File: config.mk
export PLATFORM = sky130hd
export DESIGN_NAME = gregorian_date_adder
export DESIGN_NICKNAME = d
export VERILOG_FILES = /design/src/rtl/gda_pkg.sv /design/src/rtl/gda_step_unit.sv /design/src/rtl/gregorian_date_adder.sv
export SDC_FILE = /design/constraint.sdc
export NUM_CORES = 1
export LEC_CHECK = 0
export ABC_AREA = 1
export ABC_CLOCK_PERIOD_IN_PS = 16750
export BUFFER_PORTS_ARGS = -buffer_cell sky130_fd_sc_hd__buf_2
export CORE_ASPECT_RATIO = 0.9
export CORE_MARGIN = 2
export CORE_UTILIZATION = 49
export CTS_BUF_LIST = sky130_fd_sc_hd__clkbuf_8
export CTS_CLUSTER_SIZE = 28
export DETAILED_ROUTE_END_ITERATION = 10
export PLACE_DENSITY = 0.67
export SYNTH_ARGS = -nofsm -noshare
export SYNTH_HDL_FRONTEND = slang
export SYNTH_SLANG_ARGS = --single-unit
File: constraint.sdc
create_clock -name clock -period 16.75 [get_ports clock]
set_clock_uncertainty 0.2 [all_clocks]
set_input_delay 3.35 -clock clock [delete_from_list [all_inputs] [get_ports clock]]
set_output_delay 3.35 -clock clock [all_outputs]
set_load 0.02 [all_outputs]
File: src/rtl/gda_pkg.sv
// Shared types, codes and calendar functions of the Gregorian date adder.
// No dependencies; used by gda_step_unit, gregorian_date_adder and the testbench.
package gda_pkg;

   // Sequencer modes
   localparam logic [2:0] MODE_NONE   = 3'd0;
   localparam logic [2:0] MODE_NORM   = 3'd1;
   localparam logic [2:0] MODE_DAYS   = 3'd2;
   localparam logic [2:0] MODE_MONTHS = 3'd3;
   localparam logic [2:0] MODE_YEARS  = 3'd4;
   localparam logic [2:0] MODE_DIRECT = 3'd5;
   localparam logic [2:0] MODE_CLAMP  = 3'd6;

   // Operation codes on req_tuser
   localparam logic [2:0] OP_DAYS        = 3'd0;
   localparam logic [2:0] OP_WEEKS       = 3'd1;
   localparam logic [2:0] OP_MONTHS      = 3'd2;
   localparam logic [2:0] OP_YEARS_STEP  = 3'd3;
   localparam logic [2:0] OP_YEARS_DIR   = 3'd4;
   localparam logic [2:0] OP_DECADE_STEP = 3'd5;
   localparam logic [2:0] OP_DECADE_DIR  = 3'd6;

   localparam int COUNT_W = 19;

   // Inverse of 25 modulo 2**16 and the largest multiple index of 25 below 2**16
   localparam logic [15:0] INV25     = 16'd23593;
   localparam logic [15:0] DIV25_MAX = 16'd2621;

   localparam logic [4:0] MONTH_LEN [12] = '{
      5'd31, 5'd28, 5'd31, 5'd30, 5'd31, 5'd30,
      5'd31, 5'd31, 5'd30, 5'd31, 5'd30, 5'd31
   };

   typedef struct packed {
      logic [15:0]        year;
      logic [3:0]         month;
      logic [4:0]         day;
      logic [COUNT_W-1:0] count;
   } gda_state_type;

   function automatic logic leap(input logic [15:0] y);
      logic [31:0] prod;
      logic        div25;
      begin
         prod  = 32'(y) * 32'(INV25);
         div25 = (prod[15:0] <= DIV25_MAX);
         leap  = (y[1:0] == 2'd0) && (!div25 || (y[3:0] == 4'd0));
      end
   endfunction

   function automatic logic [4:0] month_len(input logic [3:0] m, input logic lp);
      logic [3:0] mi;
      begin
         mi = (m >= 4'd1 && m <= 4'd12) ? m - 4'd1 : 4'd0;
         if (m == 4'd2) begin
            month_len = lp ? 5'd29 : 5'd28;
         end else begin
            month_len = MONTH_LEN[mi];
         end
      end
   endfunction

endpackage

File: src/rtl/gda_step_unit.sv
// Shared step unit: one calendar step (day run, month, year, direct year add, clamp) per cycle.
// Depends on gda_pkg for the state struct, mode codes and calendar functions.
module gda_step_unit (
   input  logic [2:0]             mode,
   input  gda_pkg::gda_state_type cur,
   output gda_pkg::gda_state_type nxt
);

   logic [15:0] yq;
   logic        lp;
   logic [4:0]  len_cur;
   logic [4:0]  len_nm;
   logic [4:0]  feb;
   logic [8:0]  ylen;
   logic [5:0]  rem;
   logic [3:0]  nm;
   logic [15:0] ny;
   logic [4:0]  dfix;

   always_comb begin
      nm = (cur.month == 4'd12) ? 4'd1 : cur.month + 4'd1;
      ny = (cur.month == 4'd12) ? cur.year + 16'd1 : cur.year;
      yq = cur.year;
      case (mode)
         gda_pkg::MODE_MONTHS: begin
            if (cur.count >= gda_pkg::COUNT_W'(48)) begin
               yq = cur.year;
            end else if (cur.count >= gda_pkg::COUNT_W'(12)) begin
               yq = (cur.month >= 4'd2) ? cur.year + 16'd1 : cur.year;
            end else begin
               yq = ny;
            end
         end
         gda_pkg::MODE_YEARS: begin
            yq = cur.year + 16'd1;
         end
         default: begin
            yq = cur.year;
         end
      endcase
      lp      = gda_pkg::leap(yq);
      len_cur = gda_pkg::month_len(cur.month, lp);
      len_nm  = gda_pkg::month_len(nm, lp);
      feb     = lp ? 5'd29 : 5'd28;
      ylen    = lp ? 9'd366 : 9'd365;
      rem     = 6'(len_cur) - 6'(cur.day) + 6'd1;
      dfix    = (cur.day == 5'd0) ? 5'd1 : cur.day;
   end

   always_comb begin
      nxt = cur;
      case (mode)
         gda_pkg::MODE_NORM, gda_pkg::MODE_CLAMP: begin
            nxt.day = (dfix > len_cur) ? len_cur : dfix;
         end
         gda_pkg::MODE_DIRECT: begin
            nxt.year  = cur.year + cur.count[15:0];
            nxt.count = '0;
         end
         gda_pkg::MODE_DAYS: begin
            if (cur.count != '0) begin
               if (cur.month == 4'd1 && cur.day == 5'd1 &&
                   cur.count >= gda_pkg::COUNT_W'(ylen)) begin
                  nxt.year  = cur.year + 16'd1;
                  nxt.count = cur.count - gda_pkg::COUNT_W'(ylen);
               end else if (cur.count >= gda_pkg::COUNT_W'(rem)) begin
                  nxt.day   = 5'd1;
                  nxt.month = nm;
                  nxt.year  = ny;
                  nxt.count = cur.count - gda_pkg::COUNT_W'(rem);
               end else begin
                  nxt.day   = cur.day + cur.count[4:0];
                  nxt.count = '0;
               end
            end
         end
         gda_pkg::MODE_MONTHS: begin
            if (cur.count >= gda_pkg::COUNT_W'(48)) begin
               nxt.year  = cur.year + 16'd4;
               nxt.day   = (cur.day > 5'd28) ? 5'd28 : cur.day;
               nxt.count = cur.count - gda_pkg::COUNT_W'(48);
            end else if (cur.count >= gda_pkg::COUNT_W'(12)) begin
               nxt.year  = cur.year + 16'd1;
               nxt.day   = (cur.day > feb) ? feb : cur.day;
               nxt.count = cur.count - gda_pkg::COUNT_W'(12);
            end else if (cur.count != '0) begin
               nxt.month = nm;
               nxt.year  = ny;
               nxt.day   = (cur.day > len_nm) ? len_nm : cur.day;
               nxt.count = cur.count - gda_pkg::COUNT_W'(1);
            end
         end
         gda_pkg::MODE_YEARS: begin
            if (cur.count > gda_pkg::COUNT_W'(4)) begin
               nxt.year  = cur.year + cur.count[15:0] - 16'd4;
               nxt.count = gda_pkg::COUNT_W'(4);
            end else if (cur.count != '0) begin
               nxt.year  = cur.year + 16'd1;
               nxt.day   = (cur.day > len_cur) ? len_cur : cur.day;
               nxt.count = cur.count - gda_pkg::COUNT_W'(1);
            end
         end
         default: begin
            nxt = cur;
         end
      endcase
   end

endmodule

File: src/rtl/gregorian_date_adder.sv
// Gregorian date adder top level: handshake, sequencer and date registers.
// Depends on gda_pkg and gda_step_unit.
//
//   channel   direction  tdata fields (low bit up)              tuser
//   req_      in         year, month, day, amount               operation
//   rsp_      out        new_year, new_month, new_day           -
//
// One item at a time; req_tready is high only while the sequencer is idle.
// A month out of range finishes at once; any other item first takes a
// normalizing pass, then an unused code finishes, direct years or decades
// take a direct add and a clamp, and the rest step until the count is spent;
// one pass of the shared step unit per cycle, req_tready rises again with the result.
// Reset clears the sequencer and the output valid; the result register holds
// a finished item while rsp_tready is low and the sequencer waits on it.
module gregorian_date_adder (
   input  logic        clock,
   input  logic        reset,
   input  logic        req_tvalid,
   output logic        req_tready,
   input  logic [47:0] req_tdata,   // year[15:0], month[19:16], day[24:20], amount[40:25]
   input  logic [2:0]  req_tuser,   // operation[2:0]
   output logic        rsp_tvalid,
   input  logic        rsp_tready,
   output logic [31:0] rsp_tdata    // new_year[15:0], new_month[19:16], new_day[24:20]
);

   localparam logic ST_IDLE = 1'b0;
   localparam logic ST_BUSY = 1'b1;

   logic                   state_ff, state_in;
   logic [2:0]             mode_ff, mode_in;
   logic [2:0]             after_ff, after_in;
   gda_pkg::gda_state_type cur_ff, cur_in;
   gda_pkg::gda_state_type nxt;
   logic                   rsp_valid_ff, rsp_valid_in;
   gda_pkg::gda_state_type res_ff, res_in;

   logic [15:0] in_year;
   logic [3:0]  in_month;
   logic [4:0]  in_day;
   logic [15:0] in_amount;
   logic [19:0] amt10;
   logic [18:0] amt7;
   logic        accept;
   logic        finish;
   logic        can_finish;

   gda_step_unit u_step (
      .mode (mode_ff),
      .cur  (cur_ff),
      .nxt  (nxt)
   );

   assign in_year   = req_tdata[15:0];
   assign in_month  = req_tdata[19:16];
   assign in_day    = req_tdata[24:20];
   assign in_amount = req_tdata[40:25];
   assign amt10     = {1'b0, in_amount, 3'b000} + {3'b000, in_amount, 1'b0};
   assign amt7      = {in_amount, 3'b000} - {3'b000, in_amount};

   assign req_tready = (state_ff == ST_IDLE);
   assign accept     = req_tvalid && req_tready;
   assign can_finish = !rsp_valid_ff || rsp_tready;

   always_comb begin
      state_in     = state_ff;
      mode_in      = mode_ff;
      after_in     = after_ff;
      cur_in       = cur_ff;
      res_in       = res_ff;
      rsp_valid_in = rsp_valid_ff && !rsp_tready;
      finish       = 1'b0;

      if (state_ff == ST_IDLE) begin
         if (accept) begin
            state_in     = ST_BUSY;
            cur_in.year  = in_year;
            cur_in.month = in_month;
            cur_in.day   = in_day;
            cur_in.count = gda_pkg::COUNT_W'(in_amount);
            mode_in      = (in_month >= 4'd1 && in_month <= 4'd12) ?
                           gda_pkg::MODE_NORM : gda_pkg::MODE_NONE;
            case (req_tuser)
               gda_pkg::OP_DAYS: begin
                  after_in = gda_pkg::MODE_DAYS;
               end
               gda_pkg::OP_WEEKS: begin
                  after_in     = gda_pkg::MODE_DAYS;
                  cur_in.count = amt7;
               end
               gda_pkg::OP_MONTHS: begin
                  after_in = gda_pkg::MODE_MONTHS;
               end
               gda_pkg::OP_YEARS_STEP: begin
                  after_in = gda_pkg::MODE_YEARS;
               end
               gda_pkg::OP_YEARS_DIR: begin
                  after_in = gda_pkg::MODE_DIRECT;
               end
               gda_pkg::OP_DECADE_STEP: begin
                  after_in     = gda_pkg::MODE_YEARS;
                  cur_in.count = (amt10 > 20'd65535) ? gda_pkg::COUNT_W'(65535) :
                                 gda_pkg::COUNT_W'(amt10);
               end
               gda_pkg::OP_DECADE_DIR: begin
                  after_in     = gda_pkg::MODE_DIRECT;
                  cur_in.count = gda_pkg::COUNT_W'(amt10[15:0]);
               end
               default: begin
                  after_in = gda_pkg::MODE_NONE;
               end
            endcase
         end
      end else begin
         case (mode_ff)
            gda_pkg::MODE_NORM: begin
               cur_in  = nxt;
               mode_in = after_ff;
            end
            gda_pkg::MODE_DIRECT: begin
               cur_in  = nxt;
               mode_in = gda_pkg::MODE_CLAMP;
            end
            gda_pkg::MODE_DAYS, gda_pkg::MODE_MONTHS, gda_pkg::MODE_YEARS: begin
               if (cur_ff.count != '0) begin
                  cur_in = nxt;
               end else begin
                  finish = 1'b1;
               end
            end
            default: begin
               finish = 1'b1;
            end
         endcase
         // hold the last step until the result register is free
         if (finish) begin
            cur_in = cur_ff;
            if (can_finish) begin
               res_in       = nxt;
               rsp_valid_in = 1'b1;
               state_in     = ST_IDLE;
            end
         end
      end
   end

   always_ff @(posedge clock) begin
      if (reset) begin
         state_ff     <= ST_IDLE;
         mode_ff      <= gda_pkg::MODE_NONE;
         after_ff     <= gda_pkg::MODE_NONE;
         rsp_valid_ff <= 1'b0;
      end else begin
         state_ff     <= state_in;
         mode_ff      <= mode_in;
         after_ff     <= after_in;
         rsp_valid_ff <= rsp_valid_in;
      end
   end

   always_ff @(posedge clock) begin
      cur_ff <= cur_in;
      res_ff <= res_in;
   end

   assign rsp_tvalid = rsp_valid_ff;
   assign rsp_tdata  = {7'd0, res_ff.day, res_ff.month, res_ff.year};

endmodule

# Word-level counts from Yosys, hierarchy flattened
# Memory sizes are Yosys's and may differ from the RTL's.
# Cells that the tools add are included.
[word_totals]
output_inout_bits = 34
romBits = 160
n_memories = 2
latchBits = 0
ff_bits = 77
wordCells = 171
ram_bits = 0
[memory_table]
columns = ["memory", "depth", "width", "read_ports", "rd_clocked_by_memory_dff", "write_ports", "line", "rtl"]
rows = [
  ["(no name shown)", 16, 5, 1, 0, 0, "gda_pkg.sv:58", "month_len = MONTH_LEN[mi];"],
  ["(no name shown)", 16, 5, 1, 0, 0, "gda_pkg.sv:58", ""],
]
[classes]
div_mod_pow = 0
eq_ne = 21
order_cmp = 21
multipliers = 1
shifts = 0
n_reduce_logical = 29
n_addsub = 17
mux = 66
n_bitwise = 3
[op_table]
columns = ["operator", "count"]
rows = [
  ["44-bit 2-to-1 mux", 6],
  ["16-bit 2-to-1 mux", 9],
  ["24-bit 2-to-1 mux", 4],
  ["44-bit case mux with 2 select lines", 1],
  ["19-bit case mux with 4 select lines", 1],
  ["5-bit 2-to-1 mux", 13],
  ["16-bit case mux with 4 select lines", 1],
  ["19-bit 2-to-1 mux", 3],
  ["19-bit case mux with 3 select lines", 1],
  ["16-bit case mux with 2 select lines", 1],
  ["19-bit by 17-bit adder with 20-bit output", 1],
  ["20-bit by 16-bit > comparator with 1-bit output, second input constant", 1],
  ["5-bit > comparator", 4],
  ["20-bit 2-to-1 mux", 1],
  ["4-bit 2-to-1 mux", 5],
  ["5-bit case mux with 4 select lines", 1],
  ["19-bit by 4-bit >= comparator with 1-bit output, second input constant", 1],
  ["19-bit by 6-bit >= comparator with 1-bit output", 1],
  ["19-bit by 6-bit >= comparator with 1-bit output, second input constant", 1],
  ["19-bit by 9-bit >= comparator with 1-bit output", 1],
  ["19-bit by 3-bit > comparator with 1-bit output, second input constant", 1],
  ["19-bit nonzero test", 1],
  ["19-bit by 1-bit subtractor with 19-bit output, second input constant", 1],
  ["19-bit by 16-bit subtractor with 19-bit output", 1],
  ["54 further kinds", 97],
]

# Longest topological paths before layout
# Gate-level depths: netlist of the first run.
[depth]
word_depth = 23
ltp_mapped = 66
mapped_depth_nobuf = 63

# Modules after synthesis
# From an unflattened synthesis of the first run, not the netlist that was laid out.
[hier_totals]
cells_unflattened = 2401
hier_area_um2 = 15069.5
[by_module_without_submodules]
columns = ["mod", "area_per_inst_um2", "seq_area_each_um2", "cells_each", "n_inst"]
rows = [
  ["gda_step_unit", 9721.8, 0.0, 1663, 1],
  ["gregorian_date_adder", 5347.6, 2232.1, 738, 1],
]

# Least setup slack after synthesis of the first run
# Ideal clock, no wire load.
[synth_timing]
path_kind = "flip-flop to flip-flop"
start = "reg cur_ff[2] (netlist bit)"
end = "reg cur_ff[42] (netlist bit), data pin"
path_buffers = 4
slack_ps = 6761
setup_time_ps = 253
path_stages_with_launch = 60
arrival_ps = 9536
cell_sequence = "edfxtp_1 buf_2 inv_1 ha_1 nand2_1 nor2_1 nand4_2 nand3_4 clkbuf_1 clkbuf_1 a21oi_1 o21ai_0 o211ai_1 a31oi_1 ha_1 ha_1 inv_1 fa_1 [24 not listed] ha_1 a21oi_1 o21ai_0 a21oi_1 o21bai_1 nand2_1 nand2_1 nor2_1 nand3_1 inv_1 buf_2 nand2_1 o2111ai_1 o2111ai_1 a21oi_1 nand2_1 nand3_1 nand2_1"
[synth_lines]
columns = ["element", "line", "rtl"]
rows = [
  ["from (decl)", "gregorian_date_adder.sv:33", "gda_pkg::gda_state_type cur_ff, cur_in;"],
  ["from (signal assigned)", "gregorian_date_adder.sv:162", "cur_ff <= cur_in;"],
]

==> results of run 1 <==
## cells by family after synthesis
logic type      count (synthesis)
compound gates                533
xor+xnor                       85
fa+ha+maj                     175
buf+inv                       407
flops                          77
other cells                     1
simple gates                  880
## per-stage QoR
stage	worst slack, ps	cell area (µm²)
finish	3210	14900
global route	2470	14900
detailed placement	3570	14700
CTS	3530	14900
floorplan	6760	14200
global placement	3670	14700
## layout make-up
| type | count | area (µm²) | share of cell area |
|---|---|---|---|
| flip-flops and latches | 77 | 2230 | 0.150 |
| clock inverters | 7 | 81.3 | 0.00545 |
| repair buffers | 90 | 490 | 0.0329 |
| inverters | 316 | 1190 | 0.0797 |
| well taps | 366 | 458 | 0.0307 |
| multi-input cells | 1680 | 10300 | 0.693 |
| clock buffers | 9 | 124 | 0.00831 |
## critical path, delay by kind of cell, from the launching register on
kind,cells,cell delay [ps]
AO/OA/AOI/OAI,13,2670
adder cells (fa/ha/maj),12,4270
buffers and inverters,11,2180
flip-flops,1,660
AND/OR/NAND/NOR,21,3320
## power by group
part	leakage, nW	internal (mW)	switching, mW
clock network	0.101	0.0708	0.0848
logic	6.24	0.396	0.652
registers	0.725	0.241	0.0467
## sequential cells by signal (all words and copies together) (netlist names)
signal      count
rsp_tdata      25
cur_ff         44
after_ff        3
mode_ff         3
rsp_tvalid      1
state_ff        1
## synthesized netlist by cell type, drive strengths merged (2+ instances only)
| master | count |
|---|---|
| a211oi | 2 |
| a21boi | 5 |
| a21o | 4 |
| a21oi | 157 |
| a221oi | 5 |
| a22oi | 10 |
| a31oi | 14 |
| a32oi | 7 |
| buf | 46 |
| clkbuf | 45 |
| clkinv | 6 |
| dfxtp | 8 |
| edfxtp | 69 |
| fa | 24 |
| ha | 151 |
| inv | 310 |
| nand2 | 481 |
| nand3 | 110 |
| nand3b | 4 |
| nand4 | 28 |
| nor2 | 198 |
| nor3 | 39 |
| nor4 | 4 |
| o2111ai | 21 |
| o211ai | 27 |
| o21a | 4 |
| o21ai | 193 |
| o21bai | 6 |
| o221a | 2 |
| o221ai | 20 |
| o22ai | 34 |
| o311ai | 7 |
| o31ai | 5 |
| o32ai | 5 |
| or2 | 13 |
| xnor2 | 22 |
| xor2 | 63 |
## path summary, 6_finish.rpt
check                                 start          to  depth (start not counted)
worst max-delay path              cur_ff[4]  cur_ff[43]                         57
worst min-delay path            after_ff[2]  mode_ff[2]                          2
worst max register to register    cur_ff[4]  cur_ff[43]                         57
worst min register to register  after_ff[2]  mode_ff[2]                          2
## layer usage
layer / track usage / wire [µm]
met5: 0 / 27
met4: 0.115 / 1550
met3: 0.0588 / 4590
met2: 0.496 / 20700
met1: 0.419 / 21000
==> impl_metrics.env, run 1 <==
export IMPL_period_share=0.808
export IMPL_synth_xor_area_frac=0.0524
export IMPL_fin_total_pwr_mw=1.49
export IMPL_track_usage=0.311
export IMPL_crit_path_end_kind="flop"
export IMPL_dp_cells=2529
export IMPL_wl_per_cell_um=18.8
export IMPL_critPathMaxStageDelay_ps=730
export IMPL_cts_tree="built"
export IMPL_synth_distinct_cells=68
export IMPL_die_area_um2=30400
export IMPL_htreeDepth=3
export IMPL_insertion_delay_ps=420
export IMPL_hp_class="reg2reg"
export IMPL_grt_start_max_net_pins=53
export IMPL_synth_edf_count=69
export IMPL_synth_seq_cells=77
export IMPL_netlist_area_um2=14200
export IMPL_clk_pin_slew_ps=90
export IMPL_synth_adder_area_share=0.167
export IMPL_fin_util=0.519
export IMPL_antenna_found_initial=1
export IMPL_dp_hpwl_um=35500
export IMPL_grt_overflow=0
export IMPL_synthFlopType="edfxtp_1"
export IMPL_slowest_stage="inv_2"
export IMPL_antennaDiodeCount=0
export IMPL_grt_pass1_wl_um=74200
export IMPL_num_fill_cells=2927
export IMPL_crit_arrival_ps=13610
export IMPL_fp_dieW_um=183
export IMPL_ir_worst_vdd_uv=124
export IMPL_drt_pass1_iter_count=6
export IMPL_reg2reg_setup_slack_ps=3210
export IMPL_ant_nets=0
export IMPL_critPathKind="reg2reg"
export IMPL_fin_tns_setup_ps=0
export IMPL_final_max_slew_violation_count=0
export IMPL_crit_top_cell="nand2_1"
export IMPL_status="completed"
export IMPL_cts_root_buf="clkbuf_8"
export IMPL_drive_above_1_share=0.0973
export IMPL_synthMuxAreaShare=0
export IMPL_die_y_um=165
export IMPL_fmax_mhz=73.8
export IMPL_drc_errors=0
export IMPL_synth_area_leaders="edfxtp_1 (15%), ha_1 (13%), nand2_1 (12%), inv_1 (7.8%), o21ai_0 (6.2%)"
export IMPL_required_ps=16810
export IMPL_setup_viol=0
export IMPL_drt_first_iter_violations=1606
export IMPL_leakage_nw=7.06
export IMPL_cts_hold_buf=0
export IMPL_post_cts_buffers=0
export IMPL_initial_utilization=0.494
export IMPL_vias=15409
export IMPL_hold_slack_ps=272
export IMPL_cts_resized=0
export IMPL_synthToLayoutAreaGrowth_pct=5.01
export IMPL_yosysTopAreaCell="edfxtp_1"
export IMPL_synth_simple_area_share=0.281
export IMPL_maxCapViolations=0
export IMPL_fin_nets=2404
export IMPL_cp_start_kind="flop"
export IMPL_p_per_area_nw_per_um2=100
export IMPL_routed_wl_um=47900
export IMPL_finalHoldViolations=0
export IMPL_relSlewSlack=0.317
export IMPL_grt_pass1_vias=13977
export IMPL_fin_crit_ps=13540
export IMPL_ios=89
export IMPL_synth_compound_area_share=0.225
export IMPL_layout_common_cells="nand2_1 (459), inv_1 (295), o21ai_0 (177), nor2_1 (172), a21oi_1 (154)"
export IMPL_avgSynthCellArea_um2=6.58
export IMPL_portBuffers=74
export IMPL_num_rows=59
export IMPL_cts_buffers=9
export IMPL_crit_path_max_fanout=38
export IMPL_synthCells=2158
export IMPL_yosysWarnings=0
export IMPL_synth_top_family_by_area="simple AND/OR/NAND/NOR gates"
export IMPL_core_area_um2=28700
export IMPL_gp_congestion=0.950
export IMPL_final_common_cell="nand2_1"
export IMPL_synthArstFlopShare=0
export IMPL_clk_path_buf_depth=2
export IMPL_clock_sinks=77
export IMPL_netlist_area_leader_share=0.146
export IMPL_seq_area_frac_synth=0.157
export IMPL_rsz0062_at_grt="no"
export IMPL_vias_per_cell=6.05
export IMPL_max_slew_worst_pin_slew_ps=1020
export IMPL_fin_cells=2545
Power figures use the tool's default switching activity.
==> run 2: changes to the inputs <==
--- a/config.mk
+++ b/config.mk
@@ -6,7 +6,7 @@
 export NUM_CORES = 1
 export LEC_CHECK = 0
 export ABC_AREA = 1
-export ABC_CLOCK_PERIOD_IN_PS = 16750
+export ABC_CLOCK_PERIOD_IN_PS = 11600
 export BUFFER_PORTS_ARGS = -buffer_cell sky130_fd_sc_hd__buf_2
 export CORE_ASPECT_RATIO = 0.9
 export CORE_MARGIN = 2
@@ -14,7 +14,7 @@
 export CTS_BUF_LIST = sky130_fd_sc_hd__clkbuf_8
 export CTS_CLUSTER_SIZE = 28
 export DETAILED_ROUTE_END_ITERATION = 10
-export PLACE_DENSITY = 0.67
+export PLACE_DENSITY = 0.69
 export SYNTH_ARGS = -nofsm -noshare
 export SYNTH_HDL_FRONTEND = slang
 export SYNTH_SLANG_ARGS = --single-unit
==> constraint.sdc (replaced) <==
create_clock -name clock -period 11.6 [get_ports clock]
set_clock_uncertainty 0.2 [all_clocks]
set_input_delay 2.32 -clock clock [delete_from_list [all_inputs] [get_ports clock]]
set_output_delay 2.32 -clock clock [all_outputs]
set_load 0.02 [all_outputs]
==> impl_metrics.env, run 2 (synthesis gave the netlist of run 1 again) <==
export IMPL_largest_reg_flops=44
export IMPL_fin_crit_ps=10950
export IMPL_crit_arrival_ps=10910
export IMPL_track_usage=0.317
export IMPL_grt_overflow=0
export IMPL_gp_congestion=1.02
export IMPL_drc_errors=0
export IMPL_synthToLayoutAreaGrowth_pct=9.55
export IMPL_reg2regPathDepth=58
export IMPL_die_y_um=165
export IMPL_wl_met1_um=20900
export IMPL_final_max_slew_violation_count=0
export IMPL_drt_first_iter_violations=1535
export IMPL_core_area_um2=28700
export IMPL_grt_pass1_vias=14258
export IMPL_vias=15563
export IMPL_dp_cells=2583
export IMPL_pwr_share_comb=0.715
export IMPL_critPathKind="reg2reg"
export IMPL_routed_wl_um=48100
export IMPL_crit_path_end_kind="flop"
export IMPL_final_common_cell="nand2_1"
export IMPL_seq_power_share=0.181
export IMPL_netSwitchingFraction=0.518
export IMPL_clock_sinks=77
export IMPL_grt_pass1_wl_um=75900
export IMPL_intPower_mw=1.06
export IMPL_ant_nets=0
export IMPL_relSlewSlack=0.376
export IMPL_max_slew_worst_pin_slew_ps=935
export IMPL_ir_worst_vdd_uv=143
export IMPL_ios=89
export IMPL_cts_hold_buf=0
export IMPL_place_area_um2=15100
export IMPL_fp_dieW_um=183
export IMPL_setup_viol=0
export IMPL_p_clk_frac=0.104
export IMPL_antennaDiodeCount=0
export IMPL_fin_cells=2624
export IMPL_insertion_delay_ps=410
export IMPL_cts_root_buf="clkbuf_8"
export IMPL_critPathMaxStageDelay_ps=600
export IMPL_top_register="cur_ff"
export IMPL_fin_area_um2=15600
export IMPL_leakage_nw=7.45
export IMPL_grt_start_max_net_pins=52
export IMPL_cts_tree="built"
export IMPL_crit_path_max_fanout=16
export IMPL_cts_buffers=9
export IMPL_slowest_stage="edfxtp_1"
export IMPL_drive_above_1_share=0.133
export IMPL_num_rows=59
export IMPL_topRoutingLayerUsed="met4"
export IMPL_drt_pass1_iter_count=8
export IMPL_finalHoldViolations=0
export IMPL_period_share=0.944
export IMPL_whs_path_depth=2
export IMPL_maxCapViolations=0
export IMPL_initial_utilization=0.494
export IMPL_wl_met2_um=21000
export IMPL_p_per_area_nw_per_um2=141
export IMPL_vias_per_cell=5.93
export IMPL_num_fill_cells=2862
export IMPL_p_sw_mw=1.14
export IMPL_fin_nets=2483
export IMPL_clk_path_buf_depth=2
export IMPL_clk_pin_slew_ps=100
export IMPL_rsz0062_at_grt="yes"
export IMPL_status="completed"
export IMPL_die_area_um2=30400
export IMPL_htreeDepth=3
export IMPL_fmax_mhz=91.3
export IMPL_hp_class="reg2reg"
export IMPL_wl_met3_um=4540
export IMPL_wl_per_cell_um=18.3
export IMPL_crit_top_cell="nand2_1"
export IMPL_antenna_found_initial=0
export IMPL_cp_start_kind="flop"
export IMPL_layout_common_cells="nand2_1 (459), inv_1 (292), o21ai_0 (176), nor2_1 (170), a21oi_1 (153)"
export IMPL_dp_hpwl_um=37300
export IMPL_portBuffers=74
export IMPL_required_ps=11560
-- run 2: cell types whose count changed in the layout (fill, tap and decap cells not counted), sizes merged --
cell and delta:
clkbuf +1, inv +1, buf +78, clkinv -1
-- run 2: power groups by stage --
stage / sequential (mW) / clock (mW) / combinational (mW)
3_3_place_gp: 0.411 / 0 / 1.49
4_1_cts: 0.405 / 0.233 / 1.54
3_5_place_dp: 0.411 / 0 / 1.53
6_report: 0.399 / 0.228 / 1.57
5_1_grt: 0.402 / 0.244 / 1.82
2_1_floorplan: 0.392 / 0 / 1.18
-- run 2: area by class of cell --
cell class | count | area, µm² | area share
clock inverter | 7 | 86.3 | 0.00555
sequential | 77 | 2230 | 0.144
multi-input combinational | 1680 | 10400 | 0.666
tap | 366 | 458 | 0.0294
inverter | 316 | 1190 | 0.0764
clock buffer | 9 | 124 | 0.00796
timing repair buffer | 169 | 1110 | 0.0711
-- run 2: worst paths after layout --
| check | startpoint | endpoint | slack (ps) |
|---|---|---|---|
| worst min register to register | after_ff[2] | mode_ff[2] | 260 |
| worst min-delay path | after_ff[2] | mode_ff[2] | 260 |
| worst max-delay path | cur_ff[11] | cur_ff[42] | 650 |
| worst max register to register | cur_ff[11] | cur_ff[42] | 650 |
-- run 2: timing repair --
item | 4_1_cts | 5_1_grt
gates resized for setup | 0 | 10
endpoints found under the setup margin | 0 | 57
buffers inserted | 0 | 25
-- run 2: critical path, delay by kind of cell (launching register included) --
kind	cells	cell delay [ps]
adder cells (fa/ha/maj)	11	3900
AND/OR/NAND/NOR	24	2830
AO/OA/AOI/OAI	12	1660
buffers and inverters	11	1500
flip-flops	1	600
-- run 2: per-stage QoR --
stage / total power [mW] / setup TNS (ps) / hold WS (ps) / util / setup slack, ps
floorplan: 1.57 / 0 / 237 / - / 1610
global placement: 1.90 / 0 / 253 / 0.527 / 591
detailed placement: 1.94 / 0 / 257 / 0.527 / 571
CTS: 2.18 / 0 / 258 / 0.534 / 521
global route: 2.46 / -2.09 / 280 / 0.542 / -2.09
finish: 2.20 / 0 / 262 / 0.542 / 649
-- run 2: per-layer routing --
metal,global-route usage,vias up
li1,-,7531
met1,0.431,7130
met2,0.506,765
met3,0.0555,137
met4,0.114,0
met5,0,-
==> run 3: changes to the inputs <==
--- a/config.mk
+++ b/config.mk
@@ -9,7 +9,7 @@
 export ABC_CLOCK_PERIOD_IN_PS = 11600
 export BUFFER_PORTS_ARGS = -buffer_cell sky130_fd_sc_hd__buf_2
 export CORE_ASPECT_RATIO = 0.9
-export CORE_MARGIN = 2
+export CORE_MARGIN = 4
 export CORE_UTILIZATION = 49
 export CTS_BUF_LIST = sky130_fd_sc_hd__clkbuf_8
 export CTS_CLUSTER_SIZE = 28
==> impl_metrics.env, run 3 (synthesis gave the netlist of run 1 again) <==
export IMPL_insertion_delay_ps=400
export IMPL_fin_area_um2=15400
export IMPL_place_area_um2=15100
export IMPL_hold_slack_ps=258
export IMPL_initial_utilization=0.503
export IMPL_top_register="cur_ff"
export IMPL_vias=15744
export IMPL_synthToLayoutAreaGrowth_pct=8.30
export IMPL_vias_per_cell=6.06
export IMPL_routed_wl_um=48500
export IMPL_ant_nets=0
export IMPL_grt_pass1_vias=14702
export IMPL_num_fill_cells=2798
export IMPL_maxCapViolations=0
export IMPL_max_slew_worst_pin_slew_ps=892
export IMPL_gp_congestion=0.999
export IMPL_drive_above_1_share=0.122
export IMPL_htreeDepth=3
export IMPL_core_area_um2=28200
export IMPL_cts_tree="built"
export IMPL_ff_latch_area_um2=2230
export IMPL_setup_viol=0
export IMPL_ir_worst_vdd_uv=161
export IMPL_antenna_found_initial=1
export IMPL_crit_arrival_ps=10910
export IMPL_p_per_area_nw_per_um2=141
export IMPL_cp_start_kind="flop"
export IMPL_cts_buffers=9
export IMPL_clk_pin_slew_ps=100
export IMPL_critPathMaxStageDelay_ps=550
export IMPL_multi_input_area_um2=10300
export IMPL_dp_hpwl_um=37600
export IMPL_drt_pass1_iter_count=6
export IMPL_clk_path_buf_depth=2
export IMPL_fin_util=0.545
export IMPL_fmax_mhz=91.3
export IMPL_finalHoldViolations=0
export IMPL_die_area_um2=31800
export IMPL_num_rows=58
export IMPL_slowest_stage="edfxtp_1"
export IMPL_final_common_cell="nand2_1"
export IMPL_antennaDiodeCount=0
export IMPL_fin_crit_ps=10950
export IMPL_critPathKind="reg2reg"
export IMPL_grt_start_max_net_pins=52
export IMPL_fp_dieW_um=187
export IMPL_period_share=0.944
export IMPL_largest_reg_flops=44
export IMPL_reg2regPathDepth=59
export IMPL_die_y_um=169
export IMPL_relSlewSlack=0.405
export IMPL_crit_top_cell="nand2_1"
export IMPL_whs_path_depth=2
export IMPL_wl_per_cell_um=18.7
export IMPL_hp_class="reg2reg"
export IMPL_leakage_nw=7.35
export IMPL_grt_overflow=0
export IMPL_final_max_slew_violation_count=0
export IMPL_drt_first_iter_violations=1577
export IMPL_grt_pass1_wl_um=76900
export IMPL_cts_hold_buf=0
export IMPL_crit_path_max_fanout=21
export IMPL_fin_tns_setup_ps=0
export IMPL_portBuffers=74
export IMPL_ios=89
export IMPL_required_ps=11560
export IMPL_status="completed"
export IMPL_layout_common_cells="nand2_1 (459), inv_1 (295), o21ai_0 (176), nor2_1 (171), a21oi_1 (154)"
export IMPL_fin_nets=2463
export IMPL_clock_sinks=77
export IMPL_cts_root_buf="clkbuf_8"
export IMPL_drc_errors=0
export IMPL_crit_path_end_kind="flop"
export IMPL_track_usage=0.296
==> run 3: critical path: cells and delay by family, from the launching register on <==
| family | cells | cell delay, ps |
|---|---|---|
| adder cells (fa/ha/maj) | 11 | 3910 |
| buffers and inverters | 12 | 1450 |
| AO/OA/AOI/OAI | 13 | 1820 |
| flip-flops | 1 | 550 |
| AND/OR/NAND/NOR | 23 | 2760 |
==> run 3: cell type report <==
class	instances	area share
Multi-Input combinational cell	1680	0.673
Clock inverter	7	0.00325
Tap cell	360	0.0293
Timing Repair Buffer	149	0.0640
Sequential cell	77	0.145
Inverter	316	0.0773
Clock buffer	9	0.00806
==> run 3: report_power, final <==
part           leakage (nW)  internal, mW  switching [mW]  total [mW]
Sequential            0.725         0.348          0.0540       0.402
Combinational          6.54         0.594           0.966        1.56
Clock                0.0874        0.0786           0.125       0.204
==> run 3: final timing paths <==
| path | from | to | slack, ps |
|---|---|---|---|
| max | cur_ff[2] | cur_ff[31] | 650 |
| min | after_ff[2] | mode_ff[2] | 260 |
| max reg2reg | cur_ff[2] | cur_ff[31] | 650 |
| min reg2reg | after_ff[2] | mode_ff[2] | 260 |
==> run 3: per-stage QoR <==
step | setup slack [ps] | instances | power, mW
global placement | 558 | 2572 | 1.90
floorplan | 1610 | 2164 | 1.57
CTS | 370 | 2588 | 2.16
detailed placement | 429 | 2572 | 1.93
global route | -7.01 | 2598 | 2.42
finish | 648 | 2598 | 2.17
==> run 3: timing repair <==
| action | 4_1_cts | 5_1_grt |
|---|---|---|
| setup endpoints to repair | 0 | 66 |
| buffers inserted | 0 | 10 |
| resized for setup | 0 | 6 |
==> run 3: routing by layer <==
| metal | vias to the layer above | routed length, µm | part of all wire | track usage |
|---|---|---|---|---|
| li1 | 7468 | - | - | - |
| met5 | - | 7 | 0.00014 | 0 |
| met2 | 786 | 21200 | 0.44 | 0.482 |
| met1 | 7325 | 21300 | 0.44 | 0.408 |
| met3 | 163 | 4380 | 0.090 | 0.0440 |
| met4 | 2 | 1700 | 0.035 | 0.0960 |
